--- src/rtl/tlfs_pkg.sv ---
// Package for the two-level feedback scheduler: event codes, level codes, widths.
// No dependencies.
`timescale 1ns / 1ps
`default_nettype none
package tlfs_pkg;
  localparam int unsigned MaxThreadsDef = 16;
  localparam int unsigned IdW  = 4;
  localparam int unsigned CfgW = 16;
  localparam int unsigned RemW = 17;

  localparam logic [2:0] FnAdd     = 3'd0;
  localparam logic [2:0] FnFinish  = 3'd1;
  localparam logic [2:0] FnBlock   = 3'd2;
  localparam logic [2:0] FnWakeOne = 3'd3;
  localparam logic [2:0] FnWakeAll = 3'd4;
  localparam logic [2:0] FnTick    = 3'd5;

  localparam logic [1:0] LvlIdle = 2'd0;
  localparam logic [1:0] LvlHigh = 2'd1;
  localparam logic [1:0] LvlLow  = 2'd2;

  localparam logic [1:0] CfgHigh = 2'd0;
  localparam logic [1:0] CfgLow  = 2'd1;
  localparam logic [1:0] CfgIntv = 2'd2;

  // one queued event between the front and the back
  typedef struct packed {
    logic [2:0]     func;
    logic [IdW-1:0] tid;
  } event_t;
endpackage
`default_nettype wire

--- src/rtl/tlfs_ram.sv ---
// Generic single-port-write, single-port-read RAM with registered read.
// No dependencies.
`timescale 1ns / 1ps
`default_nettype none
module tlfs_ram #(
  parameter int unsigned Width = 4,
  parameter int unsigned Depth = 16
) (
  input  wire                      clk_i,
  input  wire                      we_i,
  input  wire [$clog2(Depth)-1:0]  waddr_i,
  input  wire [Width-1:0]          wdata_i,
  input  wire [$clog2(Depth)-1:0]  raddr_i,
  output logic [Width-1:0]         rdata_o
);
  logic [Width-1:0] mem_q [Depth];

  always_ff @(posedge clk_i) begin
    if (we_i) begin
      mem_q[waddr_i] <= wdata_i;
    end
    rdata_o <= mem_q[raddr_i];
  end
endmodule
`default_nettype wire

--- src/rtl/tlfs_front.sv ---
// Front end: takes events and holds them in a short queue for the back end.
// Depends on tlfs_pkg.
`timescale 1ns / 1ps
`default_nettype none
module tlfs_front (
  input  wire                       clk_i,
  input  wire                       rst_ni,
  input  wire                       push_i,
  input  wire tlfs_pkg::event_t     ev_i,
  input  wire                       pop_i,
  output logic                      avail_o,
  output tlfs_pkg::event_t          ev_o
);
  import tlfs_pkg::*;
  // two-entry queue
  event_t     slot_q [2];
  logic       rd_q, wr_q;
  logic [1:0] cnt_q;

  assign avail_o = (cnt_q != 2'd0);
  assign ev_o    = slot_q[rd_q];

  always_ff @(posedge clk_i) begin
    if (push_i) slot_q[wr_q] <= ev_i;
  end

  always_ff @(posedge clk_i or negedge rst_ni) begin
    if (!rst_ni) begin
      rd_q <= 1'b0; wr_q <= 1'b0; cnt_q <= 2'd0;
    end else begin
      if (push_i) wr_q <= ~wr_q;
      if (pop_i)  rd_q <= ~rd_q;
      cnt_q <= cnt_q + {1'b0, push_i} - {1'b0, pop_i};
    end
  end
endmodule
`default_nettype wire

--- src/rtl/tlfs_quantum.sv ---
// Quantum unit: restoring divider, one quotient bit per cycle, for both quanta.
// Depends on tlfs_pkg.
`timescale 1ns / 1ps
`default_nettype none
module tlfs_quantum (
  input  wire                          clk_i,
  input  wire                          rst_ni,
  input  wire                          go_i,
  input  wire [tlfs_pkg::CfgW-1:0]     hi_ticks_i,
  input  wire [tlfs_pkg::CfgW-1:0]     lo_ticks_i,
  input  wire [tlfs_pkg::CfgW-1:0]     intv_i,
  output logic                         busy_o,
  output logic [tlfs_pkg::CfgW-1:0]    hi_q_o,
  output logic [tlfs_pkg::CfgW-1:0]    lo_q_o
);
  import tlfs_pkg::*;
  localparam int unsigned CW = $clog2(CfgW) + 1;
  logic [CW-1:0]   bit_q;
  logic            sel_q, act_q;
  logic [CfgW-1:0] num_q, quo_q, rem_q;
  logic [CfgW:0]   trial;

  assign busy_o = act_q | go_i;
  assign trial  = {rem_q, num_q[CfgW-1]} - {1'b0, intv_i};

  always_ff @(posedge clk_i or negedge rst_ni) begin
    if (!rst_ni) begin
      act_q <= 1'b0; sel_q <= 1'b0; bit_q <= '0;
      hi_q_o <= '0; lo_q_o <= '0;
      num_q <= '0; quo_q <= '0; rem_q <= '0;
    end else if (go_i) begin
      act_q <= 1'b1; sel_q <= 1'b0; bit_q <= '0;
      num_q <= hi_ticks_i; quo_q <= '0; rem_q <= '0;
    end else if (act_q) begin
      num_q <= {num_q[CfgW-2:0], 1'b0};
      if (!trial[CfgW]) begin
        rem_q <= trial[CfgW-1:0];
        quo_q <= {quo_q[CfgW-2:0], 1'b1};
      end else begin
        rem_q <= {rem_q[CfgW-2:0], num_q[CfgW-1]};
        quo_q <= {quo_q[CfgW-2:0], 1'b0};
      end
      if (bit_q == CW'(CfgW - 1)) begin
        bit_q <= '0;
        if (!sel_q) begin
          hi_q_o <= (intv_i == '0) ? '1 : {quo_q[CfgW-2:0], ~trial[CfgW]};
          sel_q <= 1'b1;
          num_q <= lo_ticks_i; quo_q <= '0; rem_q <= '0;
        end else begin
          lo_q_o <= (intv_i == '0) ? '1 : {quo_q[CfgW-2:0], ~trial[CfgW]};
          act_q <= 1'b0;
        end
      end else begin
        bit_q <= bit_q + 1'b1;
      end
    end
  end
endmodule
`default_nettype wire

--- src/rtl/tlfs_back.sv ---
// Back end: carries out one event at a time on three thread queues and the
// per-thread tick store. Depends on tlfs_pkg and tlfs_ram.
`timescale 1ns / 1ps
`default_nettype none
module tlfs_back #(
  parameter int unsigned MaxThreads = tlfs_pkg::MaxThreadsDef
) (
  input  wire                        clk_i,
  input  wire                        rst_ni,
  input  wire                        avail_i,
  input  wire tlfs_pkg::event_t      ev_i,
  output logic                       pop_o,
  input  wire [tlfs_pkg::CfgW-1:0]   hi_quant_i,
  input  wire [tlfs_pkg::CfgW-1:0]   lo_quant_i,
  output logic                       busy_o,
  output logic                       done_o,
  output logic [tlfs_pkg::IdW-1:0]   cur_id_o,
  output logic [1:0]                 level_o,
  output logic                       err_o
);
  import tlfs_pkg::*;
  localparam int unsigned AW = (MaxThreads > 1) ? $clog2(MaxThreads) : 1;
  localparam int unsigned CW = $clog2(MaxThreads + 1);
  localparam logic [CW-1:0] Full = CW'(MaxThreads);
  localparam int unsigned NId = 1 << IdW;

  // sequencer states
  localparam logic [2:0] SIdle = 3'd0;
  localparam logic [2:0] SRead = 3'd1; // RAM reads issued
  localparam logic [2:0] SExec = 3'd2;
  localparam logic [2:0] SWake = 3'd3; // wake-all walk, read issued
  localparam logic [2:0] SWkWr = 3'd4;
  localparam logic [2:0] SDone = 3'd5;

  logic [2:0]   st_q;
  event_t       ev_q;
  logic [AW-1:0] hh_q, lh_q, bh_q;
  logic [CW-1:0] hc_q, lc_q, bc_q;
  logic [IdW-1:0] run_q;
  logic [1:0]   lvl_q;
  logic         err_q;

  // RAM ports
  logic          hwe, lwe, bwe, rwe;
  logic [AW-1:0] hwa, lwa, bwa;
  logic [IdW-1:0] hwd, lwd, bwd, rwa;
  logic [RemW-1:0] rwd;
  logic [IdW-1:0] hrd, lrd, brd;
  logic [RemW-1:0] rrd;

  tlfs_ram #(.Width(IdW), .Depth(MaxThreads)) u_hq (.clk_i, .we_i(hwe),
    .waddr_i(hwa), .wdata_i(hwd), .raddr_i(hh_q), .rdata_o(hrd));
  tlfs_ram #(.Width(IdW), .Depth(MaxThreads)) u_lq (.clk_i, .we_i(lwe),
    .waddr_i(lwa), .wdata_i(lwd), .raddr_i(lh_q), .rdata_o(lrd));
  tlfs_ram #(.Width(IdW), .Depth(MaxThreads)) u_bq (.clk_i, .we_i(bwe),
    .waddr_i(bwa), .wdata_i(bwd), .raddr_i(bh_q), .rdata_o(brd));
  tlfs_ram #(.Width(RemW), .Depth(NId)) u_rem (.clk_i, .we_i(rwe),
    .waddr_i(rwa), .wdata_i(rwd), .raddr_i(run_q), .rdata_o(rrd));

  function automatic logic [AW-1:0] wrap(input logic [AW-1:0] h, input logic [CW-1:0] c);
    logic [CW:0] s;
    s = {1'b0, CW'(h)} + {1'b0, c};
    if (s >= {1'b0, Full}) s = s - {1'b0, Full};
    return s[AW-1:0];
  endfunction
  function automatic logic [AW-1:0] inc(input logic [AW-1:0] h);
    return (h == AW'(MaxThreads - 1)) ? '0 : h + 1'b1;
  endfunction

  // tick arithmetic
  logic [RemW-1:0] r_dec;
  logic expire, preempt;
  assign r_dec   = rrd - 1'b1;
  assign expire  = r_dec[RemW-1] || (r_dec == '0);
  assign preempt = !expire && (lvl_q == LvlLow) && (hc_q != '0);

  assign pop_o   = (st_q == SIdle) && avail_i;
  assign busy_o  = (st_q != SIdle) || avail_i;
  assign done_o  = (st_q == SDone);
  assign cur_id_o = (lvl_q != LvlIdle) ? run_q : '0;
  assign level_o = lvl_q;
  assign err_o   = err_q;

  // next-state of the queue control
  logic [2:0]     st_d;
  logic [AW-1:0]  hh_d, lh_d, bh_d;
  logic [CW-1:0]  hc_d, lc_d, bc_d;
  logic [IdW-1:0] run_d;
  logic [1:0]     lvl_d;
  logic           err_d;
  logic           pick;

  always_comb begin
    st_d = st_q; hh_d = hh_q; lh_d = lh_q; bh_d = bh_q;
    hc_d = hc_q; lc_d = lc_q; bc_d = bc_q;
    run_d = run_q; lvl_d = lvl_q; err_d = err_q;
    hwe = 1'b0; lwe = 1'b0; bwe = 1'b0; rwe = 1'b0;
    hwa = wrap(hh_q, hc_q); lwa = wrap(lh_q, lc_q); bwa = wrap(bh_q, bc_q);
    hwd = ev_q.tid; lwd = run_q; bwd = run_q;
    rwa = ev_q.tid; rwd = {1'b0, hi_quant_i};
    pick = 1'b0;
    case (st_q)
      SIdle: if (avail_i) st_d = SRead;
      SRead: st_d = SExec;
      SExec: begin
        st_d = SDone; err_d = 1'b0;
        case (ev_q.func)
          FnAdd: begin
            if (hc_q == Full) err_d = 1'b1;
            else begin
              hwe = 1'b1; rwe = 1'b1; hc_d = hc_q + 1'b1;
            end
          end
          FnFinish: pick = 1'b1;
          FnBlock: begin
            if (lvl_q == LvlIdle || bc_q == Full) err_d = 1'b1;
            else begin
              bwe = 1'b1; bc_d = bc_q + 1'b1; pick = 1'b1;
            end
          end
          FnWakeOne: begin
            if (bc_q == '0 || hc_q == Full) err_d = 1'b1;
            else begin
              hwe = 1'b1; hwd = brd; rwe = 1'b1; rwa = brd;
              hc_d = hc_q + 1'b1; bh_d = inc(bh_q); bc_d = bc_q - 1'b1;
            end
          end
          FnWakeAll: begin
            if (bc_q == '0 || ({1'b0, hc_q} + {1'b0, bc_q}) > {1'b0, Full})
              err_d = 1'b1;
            else st_d = SWkWr;
          end
          FnTick: begin
            if (lvl_q == LvlIdle) pick = 1'b1;
            else if ((expire || preempt) && lc_q == Full) err_d = 1'b1;
            else begin
              rwe = 1'b1; rwa = run_q; rwd = r_dec;
              if (expire || preempt) begin
                lwe = 1'b1; lc_d = lc_q + 1'b1; rwd = {1'b0, lo_quant_i};
                pick = 1'b1;
              end
            end
          end
          default: err_d = 1'b1;
        endcase
        if (pick) begin
          if (hc_q != '0) begin
            run_d = hrd; lvl_d = LvlHigh; hh_d = inc(hh_q); hc_d = hc_d - 1'b1;
          end else if (lc_d != '0) begin
            // a thread just demoted into an empty low queue comes straight back
            run_d = (lc_q != '0) ? lrd : run_q; lvl_d = LvlLow; lh_d = inc(lh_q);
            lc_d = lc_d - 1'b1;
          end else begin
            run_d = '0; lvl_d = LvlIdle;
          end
        end
      end
      SWkWr: begin
        // brd holds the current blocked head
        hwe = 1'b1; hwd = brd; rwe = 1'b1; rwa = brd;
        hc_d = hc_q + 1'b1; bh_d = inc(bh_q); bc_d = bc_q - 1'b1;
        st_d = (bc_q == CW'(1)) ? SDone : SWake;
      end
      SWake: st_d = SWkWr;
      SDone: st_d = SIdle;
      default: st_d = SIdle;
    endcase
  end

  always_ff @(posedge clk_i) begin
    if (pop_o) ev_q <= ev_i;
  end

  always_ff @(posedge clk_i or negedge rst_ni) begin
    if (!rst_ni) begin
      st_q <= SIdle; hh_q <= '0; lh_q <= '0; bh_q <= '0;
      hc_q <= '0; lc_q <= '0; bc_q <= '0;
      run_q <= '0; lvl_q <= LvlIdle; err_q <= 1'b0;
    end else begin
      st_q <= st_d; hh_q <= hh_d; lh_q <= lh_d; bh_q <= bh_d;
      hc_q <= hc_d; lc_q <= lc_d; bc_q <= bc_d;
      run_q <= run_d; lvl_q <= lvl_d; err_q <= err_d;
    end
  end
endmodule
`default_nettype wire

--- src/rtl/two_level_feedback_scheduler.sv ---
// Top level of the two-level feedback scheduler.
// Depends on tlfs_pkg, tlfs_front, tlfs_back, tlfs_quantum, tlfs_ram.
//
//   port group   direction  handshake
//   event        in         start & !busy ; func_i, thread_id_i
//   result       out        done_o strobe, one cycle ; current_id_o .. error_o
//   config       in         cfg_we_i ; cfg_idx_i, cfg_data_i
//
// An event passes through the queue, a RAM read, execute and the strobe; the next event is
// accepted once busy falls after the strobe. Wake all adds a write and a read state
// per blocked thread, set by the registered read of the blocked queue RAM for each new head.
// A config write runs the bit-serial divider for both quanta; busy is high while it runs.
// Reset clears all queues and control; the tick store holds no reset value.
// The receiver cannot stall; busy stalls the sender.
`timescale 1ns / 1ps
`default_nettype none
module two_level_feedback_scheduler #(
  parameter int unsigned MaxThreads = tlfs_pkg::MaxThreadsDef
) (
  input  wire                        clk_i,
  input  wire                        rst_ni,
  input  wire                        start,
  output logic                       busy,
  input  wire [2:0]                  func_i,
  input  wire [tlfs_pkg::IdW-1:0]    thread_id_i,
  output logic                       done_o,
  output logic [tlfs_pkg::IdW-1:0]   current_id_o,
  output logic                       running_o,
  output logic [1:0]                 level_o,
  output logic                       error_o,
  input  wire                        cfg_we_i,
  input  wire [1:0]                  cfg_idx_i,
  input  wire [tlfs_pkg::CfgW-1:0]   cfg_data_i
);
  import tlfs_pkg::*;

  logic [CfgW-1:0] hi_ticks_q, lo_ticks_q, intv_q;
  logic [CfgW-1:0] hi_ticks_d, lo_ticks_d, intv_d;
  logic [CfgW-1:0] hi_quant, lo_quant;
  logic            div_busy, back_busy, avail, pop, accept, cfg_hit;
  event_t          ev_in, ev_q;

  assign accept = start && !busy;
  assign ev_in  = '{func: func_i, tid: thread_id_i};
  assign cfg_hit = cfg_we_i && (cfg_idx_i inside {CfgHigh, CfgLow, CfgIntv});

  // configuration registers
  always_comb begin
    hi_ticks_d = hi_ticks_q; lo_ticks_d = lo_ticks_q; intv_d = intv_q;
    if (cfg_we_i) begin
      case (cfg_idx_i)
        CfgHigh: hi_ticks_d = cfg_data_i;
        CfgLow:  lo_ticks_d = cfg_data_i;
        CfgIntv: intv_d     = cfg_data_i;
        default: ;
      endcase
    end
  end

  always_ff @(posedge clk_i or negedge rst_ni) begin
    if (!rst_ni) begin
      hi_ticks_q <= '0; lo_ticks_q <= '0; intv_q <= CfgW'(1);
    end else begin
      hi_ticks_q <= hi_ticks_d; lo_ticks_q <= lo_ticks_d; intv_q <= intv_d;
    end
  end

  tlfs_quantum u_quant (
    .clk_i, .rst_ni, .go_i(cfg_hit),
    .hi_ticks_i(hi_ticks_d), .lo_ticks_i(lo_ticks_d), .intv_i(intv_d),
    .busy_o(div_busy), .hi_q_o(hi_quant), .lo_q_o(lo_quant)
  );

  tlfs_front u_front (
    .clk_i, .rst_ni, .push_i(accept), .ev_i(ev_in),
    .pop_i(pop), .avail_o(avail), .ev_o(ev_q)
  );

  tlfs_back #(.MaxThreads(MaxThreads)) u_back (
    .clk_i, .rst_ni, .avail_i(avail), .ev_i(ev_q), .pop_o(pop),
    .hi_quant_i(hi_quant), .lo_quant_i(lo_quant),
    .busy_o(back_busy), .done_o(done_o), .cur_id_o(current_id_o),
    .level_o(level_o), .err_o(error_o)
  );

  assign busy      = back_busy || div_busy;
  assign running_o = (level_o != LvlIdle);

`ifndef SYNTHESIS
  // no event enters while the front queue still holds one
  a_one_in_flight: assert property (@(posedge clk_i) disable iff (!rst_ni)
    accept |=> !accept) else $error("event accepted back to back");
  // the level never shows the unused code
  a_level_code: assert property (@(posedge clk_i) disable iff (!rst_ni)
    level_o != 2'd3) else $error("bad level");
  // idle shows thread zero
  a_idle_id: assert property (@(posedge clk_i) disable iff (!rst_ni)
    (level_o == LvlIdle) |-> (current_id_o == '0)) else $error("idle id");
  // a result strobe lasts one cycle
  a_done_pulse: assert property (@(posedge clk_i) disable iff (!rst_ni)
    done_o |=> !done_o) else $error("done held");
`endif
endmodule
`default_nettype wire

--- config.mk ---
export PLATFORM = sky130hd
export DESIGN_NAME = two_level_feedback_scheduler
export DESIGN_NICKNAME = d
export VERILOG_FILES = /design/src/rtl/tlfs_pkg.sv /design/src/rtl/tlfs_ram.sv /design/src/rtl/tlfs_front.sv /design/src/rtl/tlfs_quantum.sv /design/src/rtl/tlfs_back.sv /design/src/rtl/two_level_feedback_scheduler.sv
export SDC_FILE = /design/constraint.sdc
export NUM_CORES = 1
export LEC_CHECK = 0
export ABC_AREA = 1
export BUFFER_PORTS_ARGS = -buffer_cell sky130_fd_sc_hd__buf_2
export CAP_MARGIN = 0
export CORE_ASPECT_RATIO = 1.5
export CORE_UTILIZATION = 59
export CTS_BUF_LIST = sky130_fd_sc_hd__clkbuf_8
export DETAILED_ROUTE_END_ITERATION = 16
export PLACE_DENSITY = 0.88
export SLEW_MARGIN = 30
export SYNTH_ARGS = -nofsm -noshare
export SYNTH_HDL_FRONTEND = slang
export SYNTH_SLANG_ARGS = --single-unit
--- constraint.sdc ---
create_clock -name clk_i -period 3.2 [get_ports clk_i]
set_input_delay 0.48 -clock clk_i [delete_from_list [all_inputs] [get_ports clk_i]]
set_output_delay 0.48 -clock clk_i [all_outputs]
set_load 0.02 [all_outputs]
==> reports/qor.yml <==
status:
  status: "complete, no violations"
grt:
  grt_use_met3: 0.0434
  grt_use_total: 0.291
  grt_overflow: 0
  busiest_layer: "met2"
  grt_pass1_vias: 23200
  grt_start_max_net_pins: 79
  met1_usage: 0.344
  grt_pass1_wl_mm: 120
  antenna_found_initial: 4
  grt_use_met2: 0.520
hold_path:
  hp-class: "in2reg"
  hold_start: "cfg_data_i[5]"
layout:
  layout-drive-gt1-share: 0.150
  mostFrequentLayoutCells: "485 x edfxtp_1, 390 x nand2_1, 366 x nor2_1"
  nNetsFinal: 3059
  stdcell_area_mm2: 0.0345
  syn_to_final_growth_pct: 14.4
  fin_cells: 3726
  final_common_cell: "edfxtp_1"
timing:
  finalSetupViolations: 0
  drv_slew: 0
  rsz0062_at_grt: "yes"
  tightest_slew_ns: 0.901
  fmax_ghz: 0.321
  period_share: 0.974
  hold_viol: 0
  max-slew-margin-rel: 0.399
  min_period_ns: 3.12
  hold_slack_ns: 0.0479
  fin_skew_ns: 0.0479
  setup_tns_ns: 0
logic_synthesis:
  yosysTopAreaCell: "edfxtp_1"
  yosysSeqAreaShare: 0.648
  ys_ff_latch: 689
  synthSimpleGateAreaFrac: 0.143
  yosysWarningCount: 0
  synthCells: 2791
  synth_enable_flop_cells: 485
  synth_xor_area_frac: 0.0134
  synth_area_mm2: 0.0302
  synthTopCellsByArea: "edfxtp_1 48%, dfrtp_1 14%, o21ai_0 5.4%, nand2_1 5.0%, nor2_1 4.8%"
  synth_top_family_by_area: "simple AND/OR/NAND/NOR gates"
  synth-adder-area-share: 0.0232
  synth_compound_area_frac: 0.123
  synth_mux_area_frac: 0.00635
  synth_ff_type: "edfxtp_1"
  syn_area_per_cell_um2: 10.8
  synth.distinct_cells: 54
  async_flop_share: 0.254
  yosys.area.top_type_share: 0.483
worst_setup_path:
  cp.arrival_ns: 3.55
  crit_fanout: 8
  required_ns: 3.64
  worstSetupPathType: "reg2reg"
  end_kind: "flip-flop"
  path_cells: "buf_6 -> nor2_4 -> nand2_4 -> nor2_4 -> nand2_1 -> nand2_1 -> nand2_2 -> nor2_2 -> nand2_1 -> nor2_1 -> nand2_1 -> nand2_4 -> nand2_4 -> nand2_4 -> nor2_1 -> o21ai_1 -> nand2_1 -> nand2_2 -> nand2_2 -> nor2_4 -> clkbuf_16"
  critPathLaunchType: "flip-flop"
  cpMostUsedCell: "nand2_1"
  crit_path_start: "u_back.u_rem.rdata_o[1]"
  slowest_delay_ns: 0.33
  slowest_stage: "dfxtp_2"
  timing.rr.start: "u_back.u_rem.rdata_o[1]"
placed_design:
  dpl.hpwl_mm: 49.7
  place.gp.congestion: 0.968
  dp.cells: 3529
  portBuffers: 38
  placed_cell_area_mm2: 0.0321
route:
  via_count: 22600
  drt_first_pass_iters: 6
  antenna_left: 0
  routed_wl_mm: 75.7
  wl_per_cell_um: 20.3
  viasPerCell: 6.08
  drc_errors: 0
  drt_first_iter_violations: 2578
clock_network:
  clkSinkCount: 689
  cts_root_buf: "clkbuf_8"
  cts.htree.levels: 3
  cts_inserted_buffers: 97
  cts_tree: "yes"
  clkTransAtPathRegs_ns: 0.07
  clockBufferDepth: 3
  clk_latency_ns: 0.73
floorplanning:
  start_util: 0.596
  io_pins: 39
  die_w_um: 187
  die_h_um: 279
  die-area_mm2: 0.0520
  row_count: 101
  core-area_mm2: 0.0505
power:
  peakVddDrop_uv: 576
  p_leak_nw: 13.6
  powerDensity_mw_per_mm2: 856
run:
  cap_violations: 0
cell type report:
class	instances	area (um^2)
clock buffer	99	1360
multi-input combinational	1778	9680
tap	669	837
inverter	215	811
timing repair buffer	196	1680
clock inverter	77	581
fill	3422	16100
antenna	3	7.51
sequential	689	19500
critical path: cells and delay by family, from the launching register on:
family,cells,cell delay [ns]
simple gates,18,2.01
buf+inv,2,0.34
compound gates,1,0.15
flops,1,0.33
synthesized netlist by cell type, types with 4 or more instances:
| master | count |
|---|---|
| edfxtp_1 | 485 |
| nand2_1 | 402 |
| nor2_1 | 388 |
| o21ai_0 | 327 |
| inv_1 | 201 |
| dfrtp_1 | 174 |
| nand3_1 | 130 |
| clkbuf_1 | 113 |
| o22ai_1 | 81 |
| o221ai_1 | 75 |
| ha_1 | 48 |
| a21oi_1 | 46 |
| o211ai_1 | 32 |
| dfxtp_1 | 29 |
| xor2_1 | 28 |
| o21ai_1 | 23 |
| nand4_1 | 20 |
| a22oi_1 | 19 |
| xnor2_1 | 18 |
| mux2_2 | 17 |
| nor3_1 | 17 |
| or2_2 | 16 |
| nand2_2 | 12 |
| inv_2 | 9 |
| nor2_2 | 8 |
| buf_1 | 5 |
| fa_1 | 5 |
| nand2_4 | 5 |
| nor2_4 | 5 |
| a31oi_1 | 4 |
| buf_2 | 4 |
| nand3_2 | 4 |
| nor4_1 | 4 |
logic make-up after synthesis:
logic type | count (synthesis)
buffers and inverters | 339
muxes | 17
xor gates and xnor gates | 46
AOI/OAI and AO/OA | 627
DFF | 689
and+or+nand+nor | 1019
other | 1
adders and majority gates | 53
flip-flops by register name, summed over array words and instances, names as in the netlist, 16 cells and up:
| signal | cells |
|---|---|
| u_back.u_rem.mem_q | 272 |
| u_back.u_lq.mem_q | 64 |
| u_quant.rem_q | 16 |
| u_quant.hi_q_o | 16 |
| u_back.u_hq.mem_q | 64 |
| u_quant.num_q | 16 |
| lo_ticks_q | 16 |
| hi_ticks_q | 16 |
| intv_q | 16 |
| u_back.u_bq.mem_q | 64 |
| u_quant.lo_q_o | 16 |
| u_back.u_rem.rdata_o | 17 |
per-stage QoR:
stage           util  setup slack [ns]  power (mW)
6_report       0.682            0.0844        29.5
4_1_cts        0.675           -0.0195        29.0
3_3_place_gp   0.634           -0.0377        21.6
2_1_floorplan      -            -0.167        18.5
3_5_place_dp   0.635            -0.135        22.1
5_1_grt        0.682           -0.0921        31.1
what timing repair did:
action	in CTS	in global routing
resized for setup	5	52
cloned	0	3
setup buffers	0	7
pin swaps	0	28
setup endpoints to repair	96	529
hold buffers	8	0
hold endpoints to repair	88	0
worst paths after layout:
path | endpoint | slack (ns) | cells past startpoint
worst max-delay path | u_back.u_rem.mem_q[14][5] | 0.08 | 21
worst min-delay path | lo_ticks_q[5] | 0.05 | 3
worst max register to register | u_back.u_rem.mem_q[14][5] | 0.08 | 21
worst min register to register | lo_ticks_q[15] | 0.47 | 2
max in group asynchronous | intv_q[13] | 1.96 | 3
min in group asynchronous | u_quant.hi_q_o[5] | 0.35 | 2
power breakdown:
| part | leakage (nW) | total, mW | internal [mW] | switching (mW) |
|---|---|---|---|---|
| sequential | 6.87 | 11.9 | 11.2 | 0.768 |
| combinational | 5.64 | 10.7 | 3.49 | 7.20 |
| clock | 1.10 | 6.90 | 3.56 | 3.33 |
per-layer routing:
| metal | part of all wire | vias to the layer above |
|---|---|---|
| li1 | - | 10200 |
| met1 | 0.37 | 11000 |
| met2 | 0.52 | 1216 |
| met3 | 0.075 | 218 |
| met4 | 0.039 | 2 |
| met5 | 0.00017 | - |
Power figures use the tool's default switching activity.
